===== src/bgc_pkg.sv =====
// bgc_pkg: shared types and constants of the button gesture classifier
// no dependencies; imported by every module of the block
`default_nettype none

package bgc_pkg;

  localparam int TIME_W   = 48;
  localparam int SEC_W    = 29;
  localparam int CFG_W    = 24;
  localparam int SRT_W    = TIME_W + 1;
  localparam int IDX_W    = 3;
  localparam int CODE_W   = 3;
  localparam int MAX_EV   = 3;
  localparam int EV_CNT_W = 2;
  localparam int QDEPTH   = 2;

  // seconds divider: us / 1e6 = (us >> 6) / 15625
  // 2^21 = 134 * 15625 + 3402, so two folds at bit 21 leave a 24-bit rest
  // that a reciprocal multiply divides exactly
  localparam int US_SHIFT    = 6;
  localparam int SCALED_W    = TIME_W - US_SHIFT;
  localparam int FOLD_W      = 21;
  localparam int FOLD_HI_W   = SCALED_W - FOLD_W;
  localparam int FOLD1_W     = 33;
  localparam int FOLD2_HI_W  = FOLD1_W - FOLD_W;
  localparam int FOLD2_W     = 24;
  localparam int QHI_W       = FOLD_HI_W + 1;
  localparam int QA_W        = QHI_W + 8;
  localparam int RECIP_W     = 25;
  localparam int RECIP_SHIFT = 38;
  localparam int PROD_W      = FOLD2_W + RECIP_W;
  localparam int QLO_W       = PROD_W - RECIP_SHIFT;
  localparam logic [11:0]        FOLD_REM  = 12'd3402;
  localparam logic [7:0]         FOLD_MUL  = 8'd134;
  localparam logic [RECIP_W-1:0] SEC_RECIP = 25'd17592187;

  // register indexes
  localparam logic [IDX_W-1:0] REG_GAP_MIN    = 3'd0;
  localparam logic [IDX_W-1:0] REG_GAP_MAX    = 3'd1;
  localparam logic [IDX_W-1:0] REG_REPORT_MIN = 3'd2;
  localparam logic [IDX_W-1:0] REG_SHORT_WIN  = 3'd3;
  localparam logic [IDX_W-1:0] REG_BACKOFF    = 3'd4;

  localparam logic [CFG_W-1:0] RST_GAP_MIN    = 24'd80000;
  localparam logic [CFG_W-1:0] RST_GAP_MAX    = 24'd300000;
  localparam logic [CFG_W-1:0] RST_REPORT_MIN = 24'd300000;
  localparam logic [CFG_W-1:0] RST_SHORT_WIN  = 24'd280000;
  localparam logic [CFG_W-1:0] RST_BACKOFF    = 24'd150000;

  // event codes
  localparam logic [CODE_W-1:0] EV_HOLD    = 3'd0;
  localparam logic [CODE_W-1:0] EV_SECOND  = 3'd1;
  localparam logic [CODE_W-1:0] EV_WIN2_4  = 3'd2;
  localparam logic [CODE_W-1:0] EV_WIN6_10 = 3'd3;
  localparam logic [CODE_W-1:0] EV_WIN10_12 = 3'd4;
  localparam logic [CODE_W-1:0] EV_LONG    = 3'd5;
  localparam logic [CODE_W-1:0] EV_DOUBLE  = 3'd6;
  localparam logic [CODE_W-1:0] EV_SHORT   = 3'd7;

  // hold window bounds in whole seconds
  localparam logic [SEC_W-1:0] SEC_2  = 29'd2;
  localparam logic [SEC_W-1:0] SEC_4  = 29'd4;
  localparam logic [SEC_W-1:0] SEC_6  = 29'd6;
  localparam logic [SEC_W-1:0] SEC_10 = 29'd10;
  localparam logic [SEC_W-1:0] SEC_12 = 29'd12;

  typedef enum logic [1:0] {
    KIND_IDLE,
    KIND_PRESS,
    KIND_HOLD,
    KIND_RELEASE
  } kind_t;

  typedef struct packed {
    kind_t              kind;
    logic [TIME_W-1:0]  now_us;
    logic [TIME_W-1:0]  hold_us;
    logic [SEC_W-1:0]   hold_sec;
  } sample_t;

  typedef struct packed {
    logic [CFG_W-1:0] gap_min;
    logic [CFG_W-1:0] gap_max;
    logic [CFG_W-1:0] report_min;
    logic [CFG_W-1:0] short_win;
    logic [CFG_W-1:0] backoff;
  } cfg_t;

endpackage

`default_nettype wire


===== src/bgc_front.sv =====
// bgc_front: accepts level samples, finds the edge kind and the raw hold time
// depends on bgc_pkg
`default_nettype none

module bgc_front import bgc_pkg::*; (
  input  wire logic              clk,
  input  wire logic              rst_n,
  input  wire logic              adv,
  input  wire logic              in_valid,
  input  wire logic              in_pin_level,
  input  wire logic [TIME_W-1:0] in_now_us,
  output      logic              o_valid,
  output      sample_t           o_sample
);

  logic              prev_level_r;
  logic [TIME_W-1:0] press_time_r;
  logic              v_r;
  sample_t           smp_r;
  kind_t             kind;
  logic              take;

  assign take = in_valid && adv;

  always_comb begin
    unique case ({prev_level_r, in_pin_level})
      2'b10:   kind = KIND_PRESS;
      2'b00:   kind = KIND_HOLD;
      2'b01:   kind = KIND_RELEASE;
      default: kind = KIND_IDLE;
    endcase
  end

  always_ff @(posedge clk) begin
    if (!rst_n) begin
      prev_level_r <= 1'b1;
      press_time_r <= '0;
      v_r          <= 1'b0;
    end else begin
      if (adv) v_r <= in_valid;
      if (take) begin
        prev_level_r <= in_pin_level;
        if (kind == KIND_PRESS) press_time_r <= in_now_us;
      end
    end
  end

  // hold time wraps modulo 2^48
  always_ff @(posedge clk) begin
    if (take) begin
      smp_r.kind     <= kind;
      smp_r.now_us   <= in_now_us;
      smp_r.hold_us  <= in_now_us - press_time_r;
      smp_r.hold_sec <= '0;
    end
  end

  assign o_valid  = v_r;
  assign o_sample = smp_r;

endmodule

`default_nettype wire


===== src/bgc_divsec.sv =====
// bgc_divsec: four-stage constant divider giving whole seconds of hold time
// depends on bgc_pkg
`default_nettype none

module bgc_divsec import bgc_pkg::*; (
  input  wire logic    clk,
  input  wire logic    rst_n,
  input  wire logic    adv,
  input  wire logic    in_v,
  input  wire sample_t in_s,
  output      logic    out_v,
  output      sample_t out_s
);

  logic [SCALED_W-1:0]   scaled;
  logic [FOLD_HI_W-1:0]  xh;
  logic [FOLD_W-1:0]     xl;
  logic [FOLD1_W-1:0]    y_nxt;
  logic [FOLD2_HI_W-1:0] yh;
  logic [FOLD_W-1:0]     yl;
  logic [FOLD2_W-1:0]    z_nxt;
  logic [QHI_W-1:0]      qh_nxt;
  logic [QA_W-1:0]       qa_nxt;
  logic [QLO_W-1:0]      qlo_nxt;
  logic [SEC_W-1:0]      sec_nxt;

  logic                  s1_v_r, s2_v_r, s3_v_r, s4_v_r;
  sample_t               s1_s_r, s2_s_r, s3_s_r, s4_s_r;
  logic [FOLD_HI_W-1:0]  xh_r;
  logic [FOLD1_W-1:0]    y_r;
  logic [FOLD2_W-1:0]    z_r;
  logic [QHI_W-1:0]      qh_r;
  logic [QA_W-1:0]       qa_r;
  logic [QLO_W-1:0]      qlo_r;
  logic [SEC_W-1:0]      sec_r;

  // x = xh * 2^21 + xl folds to 134 * 15625 * xh + (3402 * xh + xl)
  assign scaled  = in_s.hold_us[TIME_W-1:US_SHIFT];
  assign xh      = scaled[SCALED_W-1:FOLD_W];
  assign xl      = scaled[FOLD_W-1:0];
  assign y_nxt   = FOLD1_W'(xh) * FOLD1_W'(FOLD_REM) + FOLD1_W'(xl);

  // second fold of the same kind leaves a rest below 2^24
  assign yh      = y_r[FOLD1_W-1:FOLD_W];
  assign yl      = y_r[FOLD_W-1:0];
  assign z_nxt   = FOLD2_W'(yh) * FOLD2_W'(FOLD_REM) + FOLD2_W'(yl);
  assign qh_nxt  = QHI_W'(xh_r) + QHI_W'(yh);

  // reciprocal multiply is exact for a rest below 2^24
  assign qlo_nxt = QLO_W'(PROD_W'(z_r) * PROD_W'(SEC_RECIP) >> RECIP_SHIFT);
  assign qa_nxt  = QA_W'(qh_r) * QA_W'(FOLD_MUL);

  assign sec_nxt = SEC_W'(qa_r + QA_W'(qlo_r));

  always_ff @(posedge clk) begin
    if (!rst_n) begin
      s1_v_r <= 1'b0;
      s2_v_r <= 1'b0;
      s3_v_r <= 1'b0;
      s4_v_r <= 1'b0;
    end else if (adv) begin
      s1_v_r <= in_v;
      s2_v_r <= s1_v_r;
      s3_v_r <= s2_v_r;
      s4_v_r <= s3_v_r;
    end
  end

  always_ff @(posedge clk) begin
    if (adv) begin
      s1_s_r <= in_s;
      xh_r   <= xh;
      y_r    <= y_nxt;
      s2_s_r <= s1_s_r;
      z_r    <= z_nxt;
      qh_r   <= qh_nxt;
      s3_s_r <= s2_s_r;
      qa_r   <= qa_nxt;
      qlo_r  <= qlo_nxt;
      s4_s_r <= s3_s_r;
      sec_r  <= sec_nxt;
    end
  end

  always_comb begin
    out_s          = s4_s_r;
    out_s.hold_sec = sec_r;
  end

  assign out_v = s4_v_r;

endmodule

`default_nettype wire


===== src/bgc_queue.sv =====
// bgc_queue: short word queue between the front pipeline and the event sequencer
// depends on bgc_pkg
`default_nettype none

module bgc_queue import bgc_pkg::*; (
  input  wire logic    clk,
  input  wire logic    rst_n,
  input  wire logic    push_valid,
  output      logic    push_ready,
  input  wire sample_t push_data,
  output      logic    pop_valid,
  input  wire logic    pop_ready,
  output      sample_t pop_data
);

  localparam int PTR_W = $clog2(QDEPTH);
  localparam int CNT_W = $clog2(QDEPTH + 1);

  sample_t           entry_r [QDEPTH];
  logic [PTR_W-1:0]  wr_ptr_r;
  logic [PTR_W-1:0]  rd_ptr_r;
  logic [CNT_W-1:0]  cnt_r;
  logic              push;
  logic              pop;

  assign push_ready = cnt_r != CNT_W'(QDEPTH);
  assign pop_valid  = cnt_r != '0;
  assign push       = push_valid && push_ready;
  assign pop        = pop_valid && pop_ready;
  assign pop_data   = entry_r[rd_ptr_r];

  always_ff @(posedge clk) begin
    if (!rst_n) begin
      wr_ptr_r <= '0;
      rd_ptr_r <= '0;
      cnt_r    <= '0;
    end else begin
      if (push) wr_ptr_r <= (wr_ptr_r == PTR_W'(QDEPTH - 1)) ? '0 : wr_ptr_r + 1'b1;
      if (pop)  rd_ptr_r <= (rd_ptr_r == PTR_W'(QDEPTH - 1)) ? '0 : rd_ptr_r + 1'b1;
      if (push && !pop)      cnt_r <= cnt_r + 1'b1;
      else if (pop && !push) cnt_r <= cnt_r - 1'b1;
    end
  end

  always_ff @(posedge clk) begin
    if (push) entry_r[wr_ptr_r] <= push_data;
  end

endmodule

`default_nettype wire


===== src/bgc_back.sv =====
// bgc_back: gesture state and event sequencer; turns each sample into 0..3 events
// depends on bgc_pkg
`default_nettype none

module bgc_back import bgc_pkg::*; (
  input  wire logic               clk,
  input  wire logic               rst_n,
  input  wire cfg_t               cfg,
  input  wire logic               q_valid,
  output      logic               q_ready,
  input  wire sample_t            q_sample,
  output      logic               out_valid,
  input  wire logic               out_ready,
  output      logic [CODE_W-1:0]  out_event_code,
  output      logic [TIME_W-1:0]  out_held_us,
  output      logic [SEC_W-1:0]   out_held_sec,
  output      logic               out_in_window,
  output      logic               out_is_held,
  output      logic               out_last
);

  // gesture state
  logic              dbl_r, dbl_nxt;
  logic              holding_r, holding_nxt;
  logic              window_r, window_nxt;
  logic [TIME_W-1:0] hold_us_r, hold_us_nxt;
  logic [SEC_W-1:0]  hold_sec_r, hold_sec_nxt;
  logic [SRT_W-1:0]  srt_r, srt_nxt;

  // pending events of the current word
  logic [CODE_W-1:0]   pend_code_r [MAX_EV];
  logic                pend_win_r  [MAX_EV];
  logic [EV_CNT_W-1:0] left_r;
  logic [TIME_W-1:0]   ev_us_r;
  logic [SEC_W-1:0]    ev_sec_r;
  logic                ev_held_r;

  logic                cand_v    [MAX_EV];
  logic [CODE_W-1:0]   cand_code [MAX_EV];
  logic                cand_win  [MAX_EV];
  logic [CODE_W-1:0]   slot_code [MAX_EV];
  logic                slot_win  [MAX_EV];
  logic [EV_CNT_W-1:0] cnt;

  logic signed [TIME_W+1:0] diff;
  logic signed [TIME_W+1:0] lim_min;
  logic signed [TIME_W+1:0] lim_max;
  logic signed [TIME_W+1:0] lim_short;
  logic                     pop;
  logic                     shift;

  assign pop   = q_valid && (left_r == '0 || (left_r == EV_CNT_W'(1) && out_ready));
  assign shift = (left_r != '0) && out_ready;
  assign q_ready = pop;

  // signed gap from the last short release
  assign diff      = $signed({2'b00, q_sample.now_us}) - $signed({srt_r[SRT_W-1], srt_r});
  assign lim_min   = $signed({(TIME_W + 2 - CFG_W)'(0), cfg.gap_min});
  assign lim_max   = $signed({(TIME_W + 2 - CFG_W)'(0), cfg.gap_max});
  assign lim_short = $signed({(TIME_W + 2 - CFG_W)'(0), cfg.short_win});

  always_comb begin
    dbl_nxt      = dbl_r;
    holding_nxt  = holding_r;
    window_nxt   = window_r;
    hold_us_nxt  = hold_us_r;
    hold_sec_nxt = hold_sec_r;
    srt_nxt      = srt_r;
    for (int i = 0; i < MAX_EV; i++) begin
      cand_v[i]    = 1'b0;
      cand_code[i] = EV_HOLD;
      cand_win[i]  = 1'b0;
    end

    case (q_sample.kind)
      KIND_PRESS: begin
        dbl_nxt      = (diff > lim_min) && (diff < lim_max);
        holding_nxt  = !dbl_nxt;
        hold_us_nxt  = '0;
        hold_sec_nxt = '0;
        window_nxt   = 1'b0;
      end
      KIND_HOLD: begin
        if (!dbl_r && holding_r) begin
          hold_us_nxt  = q_sample.hold_us;
          hold_sec_nxt = q_sample.hold_sec;
          cand_v[0]    = (hold_us_r != q_sample.hold_us) &&
                         (q_sample.hold_us > TIME_W'(cfg.report_min));
          cand_code[0] = EV_HOLD;
          cand_win[0]  = window_r;
          cand_v[1]    = hold_sec_r != q_sample.hold_sec;
          cand_code[1] = EV_SECOND;
          cand_win[1]  = window_r;
          cand_win[2]  = 1'b1;
          window_nxt   = 1'b1;
          cand_v[2]    = 1'b1;
          if (q_sample.hold_sec >= SEC_2 && q_sample.hold_sec < SEC_4) begin
            cand_code[2] = EV_WIN2_4;
          end else if (q_sample.hold_sec >= SEC_6 && q_sample.hold_sec < SEC_10) begin
            cand_code[2] = EV_WIN6_10;
          end else if (q_sample.hold_sec >= SEC_10 && q_sample.hold_sec < SEC_12) begin
            cand_code[2] = EV_WIN10_12;
          end else begin
            cand_v[2]  = 1'b0;
            window_nxt = 1'b0;
          end
        end
      end
      KIND_RELEASE: begin
        holding_nxt  = 1'b0;
        window_nxt   = 1'b0;
        hold_us_nxt  = q_sample.hold_us;
        hold_sec_nxt = q_sample.hold_sec;
        if (dbl_r) begin
          cand_v[0]    = 1'b1;
          cand_code[0] = EV_DOUBLE;
        end else if (q_sample.hold_sec == '0) begin
          srt_nxt = {1'b0, q_sample.now_us};
        end else begin
          cand_v[0]    = 1'b1;
          cand_code[0] = EV_LONG;
        end
      end
      default: begin
        // released and idle: deferred short event
        if (!dbl_r && srt_r != '0 && diff < lim_short) begin
          cand_v[0]    = 1'b1;
          cand_code[0] = EV_SHORT;
          cand_win[0]  = window_r;
          srt_nxt      = srt_r - SRT_W'(cfg.backoff);
        end
      end
    endcase

    // pack the raised events in order
    cnt = '0;
    for (int i = 0; i < MAX_EV; i++) begin
      slot_code[i] = EV_HOLD;
      slot_win[i]  = 1'b0;
    end
    for (int i = 0; i < MAX_EV; i++) begin
      if (cand_v[i]) begin
        slot_code[cnt] = cand_code[i];
        slot_win[cnt]  = cand_win[i];
        cnt            = cnt + 1'b1;
      end
    end
  end

  always_ff @(posedge clk) begin
    if (!rst_n) begin
      dbl_r      <= 1'b0;
      holding_r  <= 1'b0;
      window_r   <= 1'b0;
      hold_us_r  <= '0;
      hold_sec_r <= '0;
      srt_r      <= '0;
      left_r     <= '0;
    end else begin
      if (pop) begin
        dbl_r      <= dbl_nxt;
        holding_r  <= holding_nxt;
        window_r   <= window_nxt;
        hold_us_r  <= hold_us_nxt;
        hold_sec_r <= hold_sec_nxt;
        srt_r      <= srt_nxt;
        left_r     <= cnt;
      end else if (shift) begin
        left_r <= left_r - 1'b1;
      end
    end
  end

  always_ff @(posedge clk) begin
    if (pop) begin
      for (int i = 0; i < MAX_EV; i++) begin
        pend_code_r[i] <= slot_code[i];
        pend_win_r[i]  <= slot_win[i];
      end
      ev_us_r   <= hold_us_nxt;
      ev_sec_r  <= hold_sec_nxt;
      ev_held_r <= holding_nxt;
    end else if (shift) begin
      for (int i = 0; i < MAX_EV - 1; i++) begin
        pend_code_r[i] <= pend_code_r[i+1];
        pend_win_r[i]  <= pend_win_r[i+1];
      end
    end
  end

  assign out_valid      = left_r != '0;
  assign out_event_code = pend_code_r[0];
  assign out_in_window  = pend_win_r[0];
  assign out_held_us    = ev_us_r;
  assign out_held_sec   = ev_sec_r;
  assign out_is_held    = ev_held_r;
  assign out_last       = left_r == EV_CNT_W'(1);

endmodule

`default_nettype wire


===== src/button_gesture_classifier.sv =====
// Button gesture classifier. A level sample (active-low pin plus microsecond
// timestamp) is taken on every clock while the front pipeline can move: one
// accept stage that finds press and release edges and the raw hold time, then
// a four-stage divider that turns microseconds into whole seconds (two folds
// by the constant divisor and a reciprocal multiply). A two-word queue feeds
// the event sequencer, which offers a sample's n events (n is 0 to 3) one at
// a time on the single result port. A sample passes the accept, divider and
// queue registers before its first event is offered. Events carry the code
// (hold, per second, hold windows 2-4 s, 6-10 s and 10-12 s, long, double,
// short), the hold time, whether a window is active and whether a single
// press is held; last marks the final event of a sample. Configuration writes
// are always taken; unknown indexes are ignored.
// depends on bgc_pkg, bgc_front, bgc_divsec, bgc_queue, bgc_back
`default_nettype none

module button_gesture_classifier import bgc_pkg::*; (
  input  wire logic              clk,
  input  wire logic              rst_n,
  input  wire logic              in_valid,
  output      logic              in_ready,
  input  wire logic              in_pin_level,
  input  wire logic [TIME_W-1:0] in_now_us,
  output      logic              out_valid,
  input  wire logic              out_ready,
  output      logic [CODE_W-1:0] out_event_code,
  output      logic [TIME_W-1:0] out_held_us,
  output      logic [SEC_W-1:0]  out_held_sec,
  output      logic              out_in_window,
  output      logic              out_is_held,
  output      logic              out_last,
  input  wire logic              cfg_valid,
  output      logic              cfg_ready,
  input  wire logic [IDX_W-1:0]  cfg_index,
  input  wire logic [CFG_W-1:0]  cfg_data
);

  cfg_t    cfg_r;
  logic    adv;
  logic    fr_valid;
  sample_t fr_sample;
  logic    dv_valid;
  sample_t dv_sample;
  logic    q_push_ready;
  logic    q_valid;
  logic    q_ready;
  sample_t q_sample;

  assign cfg_ready = 1'b1;

  always_ff @(posedge clk) begin
    if (!rst_n) begin
      cfg_r.gap_min    <= RST_GAP_MIN;
      cfg_r.gap_max    <= RST_GAP_MAX;
      cfg_r.report_min <= RST_REPORT_MIN;
      cfg_r.short_win  <= RST_SHORT_WIN;
      cfg_r.backoff    <= RST_BACKOFF;
    end else if (cfg_valid) begin
      unique case (cfg_index)
        REG_GAP_MIN:    cfg_r.gap_min    <= cfg_data;
        REG_GAP_MAX:    cfg_r.gap_max    <= cfg_data;
        REG_REPORT_MIN: cfg_r.report_min <= cfg_data;
        REG_SHORT_WIN:  cfg_r.short_win  <= cfg_data;
        REG_BACKOFF:    cfg_r.backoff    <= cfg_data;
        default: ;
      endcase
    end
  end

  // whole front pipeline stalls only when its last word cannot enter the queue
  assign adv      = !dv_valid || q_push_ready;
  assign in_ready = adv;

  bgc_front u_front (
    .clk          (clk),
    .rst_n        (rst_n),
    .adv          (adv),
    .in_valid     (in_valid),
    .in_pin_level (in_pin_level),
    .in_now_us    (in_now_us),
    .o_valid      (fr_valid),
    .o_sample     (fr_sample)
  );

  bgc_divsec u_divsec (
    .clk   (clk),
    .rst_n (rst_n),
    .adv   (adv),
    .in_v  (fr_valid),
    .in_s  (fr_sample),
    .out_v (dv_valid),
    .out_s (dv_sample)
  );

  bgc_queue u_queue (
    .clk        (clk),
    .rst_n      (rst_n),
    .push_valid (dv_valid),
    .push_ready (q_push_ready),
    .push_data  (dv_sample),
    .pop_valid  (q_valid),
    .pop_ready  (q_ready),
    .pop_data   (q_sample)
  );

  bgc_back u_back (
    .clk            (clk),
    .rst_n          (rst_n),
    .cfg            (cfg_r),
    .q_valid        (q_valid),
    .q_ready        (q_ready),
    .q_sample       (q_sample),
    .out_valid      (out_valid),
    .out_ready      (out_ready),
    .out_event_code (out_event_code),
    .out_held_us    (out_held_us),
    .out_held_sec   (out_held_sec),
    .out_in_window  (out_in_window),
    .out_is_held    (out_is_held),
    .out_last       (out_last)
  );

endmodule

`default_nettype wire

===== config.mk =====
export PLATFORM = sky130hd
export DESIGN_NAME = button_gesture_classifier
export DESIGN_NICKNAME = d
export VERILOG_FILES = /design/src/bgc_pkg.sv /design/src/bgc_front.sv /design/src/bgc_divsec.sv /design/src/bgc_queue.sv /design/src/bgc_back.sv /design/src/button_gesture_classifier.sv
export SDC_FILE = /design/constraint.sdc
export NUM_CORES = 2
export LEC_CHECK = 0
export BUFFER_PORTS_ARGS = -buffer_cell sky130_fd_sc_hd__clkbuf_2
export CAP_MARGIN = 0
export CORE_ASPECT_RATIO = 1.2
export CORE_MARGIN = 3
export CORE_UTILIZATION = 50
export CTS_BUF_LIST = sky130_fd_sc_hd__clkbuf_2 sky130_fd_sc_hd__clkbuf_4 sky130_fd_sc_hd__clkbuf_8
export DETAILED_ROUTE_END_ITERATION = 10
export PLACE_DENSITY = 0.66
export SLEW_MARGIN = 20
export SYNTH_ARGS = -nofsm -noshare
export SYNTH_HDL_FRONTEND = slang
export SYNTH_SLANG_ARGS = --single-unit

===== constraint.sdc =====
create_clock -name clk -period 28.8 [get_ports clk]
set_input_delay 5.76 -clock clk [delete_from_list [all_inputs] [get_ports clk]]
set_output_delay 5.76 -clock clk [all_outputs]
set_load 0.02 [all_outputs]

# Yosys cells after proc, flatten, opt, wreduce, memory -nomap -nowiden
# Memory sizes are Yosys's and may differ from the RTL's. A register that Yosys moved wholly into a read port is not among the register bits.
# Cells that the tools add are included.
# totals
regBits	1045
memories	3
mem_bits_rw	266
elab_cells	227
output_inout_bits	86
latchBits	0
mem_bits_ro	0
input_bits	81
# memory_table
name	words	width	read_ports	rd_clocked_by_memory_dff	write_ports	line	rtl
u_queue.entry_r	2	127	1	1	1	bgc_queue.sv:19	sample_t entry_r [QDEPTH];
u_back.pend_code_r	3	3	3	0	3	bgc_back.sv:31	logic [CODE_W-1:0] pend_code_r [MAX_EV];
u_back.pend_win_r	3	1	3	0	3	bgc_back.sv:32	logic pend_win_r [MAX_EV];
# op_classes
n_bitwise	7
shifts	0
mux	74
div_mod_pow	0
eq_ne	17
n_mul	4
reduce_logical	47
magnitude_cmp	14
addsub	14
# op_table
cell	n
49-bit two-way mux	3
48-bit case mux with 3 select lines	1
50-bit by 25-bit less-than comparator with 1-bit output	2
49-bit case mux with 2 select lines	1
29-bit case mux with 3 select lines	1
29-bit by 4-bit less-than comparator with 1-bit output, second input constant	2
50-bit by 25-bit greater-than comparator with 1-bit output	1
49-bit by 49-bit subtractor with 50-bit output	1
24-bit by 25-bit multiplier with 49-bit output, second input constant	1
49-bit nonzero test	1
49-bit by 24-bit subtractor with 49-bit output	1
48-bit by 24-bit greater-than comparator with 1-bit output	1
48-bit two-way mux	1
48-bit != test	1
48-bit subtractor	1
3-bit two-way mux	15
33-bit by 21-bit adder with 33-bit output	1
21-bit by 11-bit multiplier with 32-bit output, second input constant	1
29-bit by 11-bit adder with 29-bit output	1
29-bit by 2-bit greater-or-equal comparator with 1-bit output, second input constant	1
29-bit by 3-bit greater-or-equal comparator with 1-bit output, second input constant	1
29-bit by 4-bit greater-or-equal comparator with 1-bit output, second input constant	1
29-bit zero test	1
29-bit by 3-bit less-than comparator with 1-bit output, second input constant	1
45 further kinds	135

# Logic depth before layout (Yosys ltp)
# depth
ltp_word	18
ltp_mapped	35
mapped_depth_nobuf	29

# By module
# From an unflattened synthesis, not the netlist that was laid out.
# unflattened
hier_cells	6838
hier_area_um2	77614.4
# modules_own_cells
module	cells_per_inst	instances	seq_area_each_um2	area_per_inst_um2
bgc_divsec	2989	1	16205.5	37953.9
bgc_back	2190	1	5325.1	17570.6
bgc_queue	419	1	7727.4	9514.1
bgc_front	800	1	3943.8	7973.9
button_gesture_classifier	440	1	2402.3	4601.9

# Worst setup path before layout
# Ideal clock, no wire load.
# synth_timing
path_type	flip-flop to output port
start	register u_queue.cnt_r[0]
end	output port in_ready
required_time_ns	23.040
path_slack_ns	11.894
path_buffers	0
arrival_ns	11.146
stages_incl_launch_ff	4
path_cell_list	dfxtp_1 -> nand2b_1 -> nor2_1 -> inv_1
# synth_between
elab_chain_cells	2
# synth_rtl
item	line	rtl
from (decl)	bgc_queue.sv:22	logic [CNT_W-1:0] cnt_r;
from (signal assigned)	bgc_queue.sv:40	if (push && !pop) cnt_r <= cnt_r + 1'b1;
from (signal assigned)	bgc_queue.sv:41	else if (pop && !push) cnt_r <= cnt_r - 1'b1;
2-bit != test	bgc_queue.sv:26	assign push_ready = cnt_r != CNT_W'(QDEPTH);
1-bit logical OR	button_gesture_classifier.sv:70	assign adv = !dv_valid || q_push_ready;
to (decl)	button_gesture_classifier.sv:20	output logic in_ready,
# No other way between the ends.

# Worst setup path in the final report
# layout_timing
start	input port in_now_us[8]
end	register u_front.smp_r, in the netlist u_front.o_sample[73], data pin
# layout_between
elab_chain_cells	1
# layout_rtl
item	line	rtl
from (decl)	button_gesture_classifier.sv:22	input wire logic [TIME_W-1:0] in_now_us,
48-bit subtractor	bgc_front.sv:53	smp_r.hold_us <= in_now_us - press_time_r;
to (decl)	bgc_front.sv:19	sample_t smp_r;
# No other way between the ends.
# A chain may end at the register's enable or synchronous reset.

==> results.toml <==
[cells_and_area]
instances_no_fill = 9251
drive_gt1_share_pct = 9.47
register_area_um2 = 35600
multiInputGateArea_um2 = 36200
layout.nets = 8300
fill_cells = 13000
syn2layout_area_growth_pct = 9.42

[min_path]
worstHoldEndpoint = "u_divsec.out_s[110]$_DFFE_PN_"
hold_depth = 0
hp-class = "reg -> reg"
min-delay-start = "u_divsec.s3_s_r[110]$_DFFE_PN_"

[detailed_routing]
ant_nets = 0
wl_per_cell_um = 21.2
firstDrtPassIters = 8
vias = 51100
viasPerCell = 5.52
drc = 0
routed_wl_um = 196000
drt_iter0_markers = 3606

[cts]
ctsRootBufferMaster = "clkbuf_8"
cts_hold_buf = 0
clockBufferDepth = 3
clkSinkCount = 1289
cts_max_level = 4
cts_setup_buffers = 0
cts_made_buffers = 200
clock_latency_ns = 0.95
cts_resized = 0
path_clk_slew_ns = 0.07
cts_tree = "done"

[grt]
antenna_found_initial = 13
grt_pass1_wl_um = 301000
grt_pass1_vias = 51900
track_usage_pct = 25.1
grt-ovfl-total = 0
grt_max_degree = 128

[critical_path]
crit_fanout = 5
critPathLaunchType = "primary input"
cp.required_ns = 29.49
critPathCaptureType = "flop"
crit_top_cell = "a31oi_1"
worstReg2RegStart = "u_divsec.z_r[6]$_DFFE_PN_"
rr_endpoint = "u_divsec.qlo_r[10]$_DFFE_PN_"
slowest_delay_ns = 0.63
critPathKind = "in -> reg"
slowest_stage = "o311ai_0"
rr_worst_depth = 27
cp.arrival_ns = 10.12
worstPathCellList = "clkbuf_2 -> ha_1 -> and3_1 -> o211ai_1 -> o21bai_1 -> o21ai_0 -> a31oi_1 -> a31oi_1 -> a221o_1 -> o311a_1 -> o31ai_1 -> o311ai_0 -> nor4_1 -> nor3_1 -> xor2_1"
r2r_setup_slack_ns = 20.69

[yosys]
async_reset_ff_share_pct = 0
syn_avg_cell_area_um2 = 11.1
synth_area_um2 = 76200
synth_nets = 8083
yosysSeqAreaShare_pct = 46.7
ys.flop_type = "edfxtp_1"
syn_inst = 6875
yosysUniqueCellTypes = 95
synth_edf_count = 979
ys_ff_latch = 1289
ys_warn_count = 0

[sta]
fmax_ghz = 0.106
hold_viol = 0
worstMarginPinSlew_ns = 1.10
finalSetupViolCount = 0
period_needed_ns = 9.43
drv_slew = 0
relSlewSlack_pct = 26.0
setup_tns_ns = 0
post-route-period-util_pct = 32.8
rsz0062_at_grt = "false"
skew_ns = 0.0436

[floorplan]
num_rows = 156
dieHeight_um = 434
die-area_um2 = 157000
io-pin-count = 167
fp.coreArea_um2 = 151000
die_x_um = 362
start_util_pct = 50.4

[placement]
placed_cells = 8865
portBuffers = 165
gp_congestion = 0.964
dpl.hpwl_um = 150000

[run]
cap_violations = 0

[run_status]
outcome = "completed"
==> cells by family after synthesis <==
| kind of cell | Yosys count | synth area share [%] |
|---|---|---|
| simple gates | 1586 | 9.45 |
| xor+xnor | 316 | 3.63 |
| buf+inv | 1148 | 5.77 |
| fa+ha+maj | 1127 | 21.8 |
| other cells | 1 | 0.00492 |
| compound gates | 1263 | 10.6 |
| mux | 145 | 2.04 |
| flops | 1289 | 46.7 |
==> state kept, by name (all words and copies together) (netlist names), 3 cells and up, named ones only <==
signal,cells
u_queue.entry_r,254
cfg_r,120
u_divsec.out_s,98
u_divsec.s3_s_r,98
u_front.o_sample,98
u_divsec.s2_s_r,97
u_divsec.s1_s_r,76
u_back.srt_r,49
u_back.hold_us_r,48
u_back.out_held_us,48
u_front.press_time_r,48
u_divsec.y_r,33
u_back.hold_sec_r,29
u_back.out_held_sec,29
u_divsec.sec_r,29
u_divsec.qa_r,28
u_divsec.z_r,24
u_divsec.qh_r,22
u_divsec.xh_r,21
u_divsec.qlo_r,11
u_back.pend_code_r,9
u_back.pend_win_r,3
==> per-stage QoR <==
| stage | setup slack [ns] | cell area, um2 | utilization (%) | hold WS (ns) |
|---|---|---|---|---|
| 6_report | 19.37 | 83300 | 55.2 | 0.396 |
| 5_1_grt | 19.09 | 83300 | 55.2 | 0.403 |
| 4_1_cts | 19.59 | 83300 | 55.1 | 0.391 |
| 3_5_place_dp | 18.53 | 79100 | 52.3 | 0.405 |
| 3_3_place_gp | 18.60 | 79100 | 52.3 | 0.400 |
| 2_1_floorplan | 11.89 | 76200 | - | 0.400 |
==> worst max-delay path, delay by kind of cell <==
| kind | cells | cell delay, ns |
|---|---|---|
| XOR/XNOR | 1 | 0.09 |
| buffers and inverters | 1 | 0.17 |
| AND/OR/NAND/NOR | 3 | 0.65 |
| adder cells (fa/ha/maj) | 1 | 0.39 |
| AO/OA/AOI/OAI | 9 | 3.05 |
==> placed cells by master, fill, tap and decap left out, drive strengths merged, types with 45 or more instances in the layout <==
cell type  count
fa           335
xor2          99
o211ai        52
inv          970
dfxtp        310
edfxtp       979
mux2          77
nor3          82
a21oi        463
clkinv        71
a211oi        51
a21o         103
ha           792
nand2b        72
nand4         70
mux2i         68
nand2        781
clkbuf       452
o21ai        242
o21a          65
and3          45
xnor2        217
nand3         79
nor2         274
==> layer usage <==
layer	GRT usage (%)	vias to the layer above	wire [um]
li1	-	24400	-
met2	43.9	1322	97600
met3	3.69	450	8680
met4	12.5	6	11000
met5	0	-	41
met1	30.3	24900	78900
==> synthesized netlist by cell type (all sizes together), types with 22 or more instances <==
| cell type | count | area share [%] |
|---|---|---|
| edfxtp | 979 | 39 |
| inv | 961 | 4.7 |
| ha | 792 | 13 |
| nand2 | 781 | 3.9 |
| a21oi | 463 | 3.1 |
| fa | 335 | 8.8 |
| dfxtp | 310 | 8.1 |
| nor2 | 274 | 1.4 |
| o21ai | 242 | 1.6 |
| xnor2 | 217 | 2.5 |
| clkbuf | 137 | 0.68 |
| a21o | 103 | 1.0 |
| xor2 | 99 | 1.1 |
| nor3 | 82 | 0.55 |
| nand3 | 79 | 0.52 |
| mux2 | 77 | 1.1 |
| nand2b | 72 | 0.59 |
| nand4 | 70 | 0.57 |
| mux2i | 68 | 0.89 |
| o21a | 65 | 0.64 |
| o211ai | 52 | 0.51 |
| a211oi | 51 | 0.50 |
| buf | 49 | 0.35 |
| and3 | 45 | 0.37 |
| a31oi | 41 | 0.34 |
| nor2b | 41 | 0.34 |
| nor4 | 29 | 0.24 |
| o21bai | 29 | 0.29 |
| a221oi | 23 | 0.39 |
| or3 | 22 | 0.18 |
==> worst max path at each step <==
| stage | slack [ns] | to | from |
|---|---|---|---|
| 2_1_floorplan | 11.89 | in_ready | u_queue.cnt_r[0]$_SDFFE_PN0P_ |
| 3_3_place_gp | 18.60 | u_front.o_sample[73]$_DFFE_PP_ | in_now_us[8] |
| 3_5_place_dp | 18.53 | u_front.o_sample[73]$_DFFE_PP_ | in_now_us[8] |
| 4_1_cts | 19.59 | u_front.o_sample[73]$_DFFE_PP_ | in_now_us[8] |
| 5_1_grt | 19.09 | u_front.o_sample[73]$_DFFE_PP_ | in_now_us[8] |
| 6_report | 19.37 | u_front.o_sample[73]$_DFFE_PP_ | in_now_us[8] |
==> cell type report <==
class / count / share of cell area, %
diodes: 10 / 0.0300
clock buffers: 287 / 4.23
clock inverters: 89 / 0.877
inverters: 962 / 4.36
multi-input cells: 4438 / 43.5
flip-flops and latches: 1289 / 42.7
well taps: 1975 / 2.96
repair buffers: 201 / 1.35
Power is left out: the tool's default activity adds up to more than one toggle a clock period on the data nets, which glitch-free logic cannot reach.
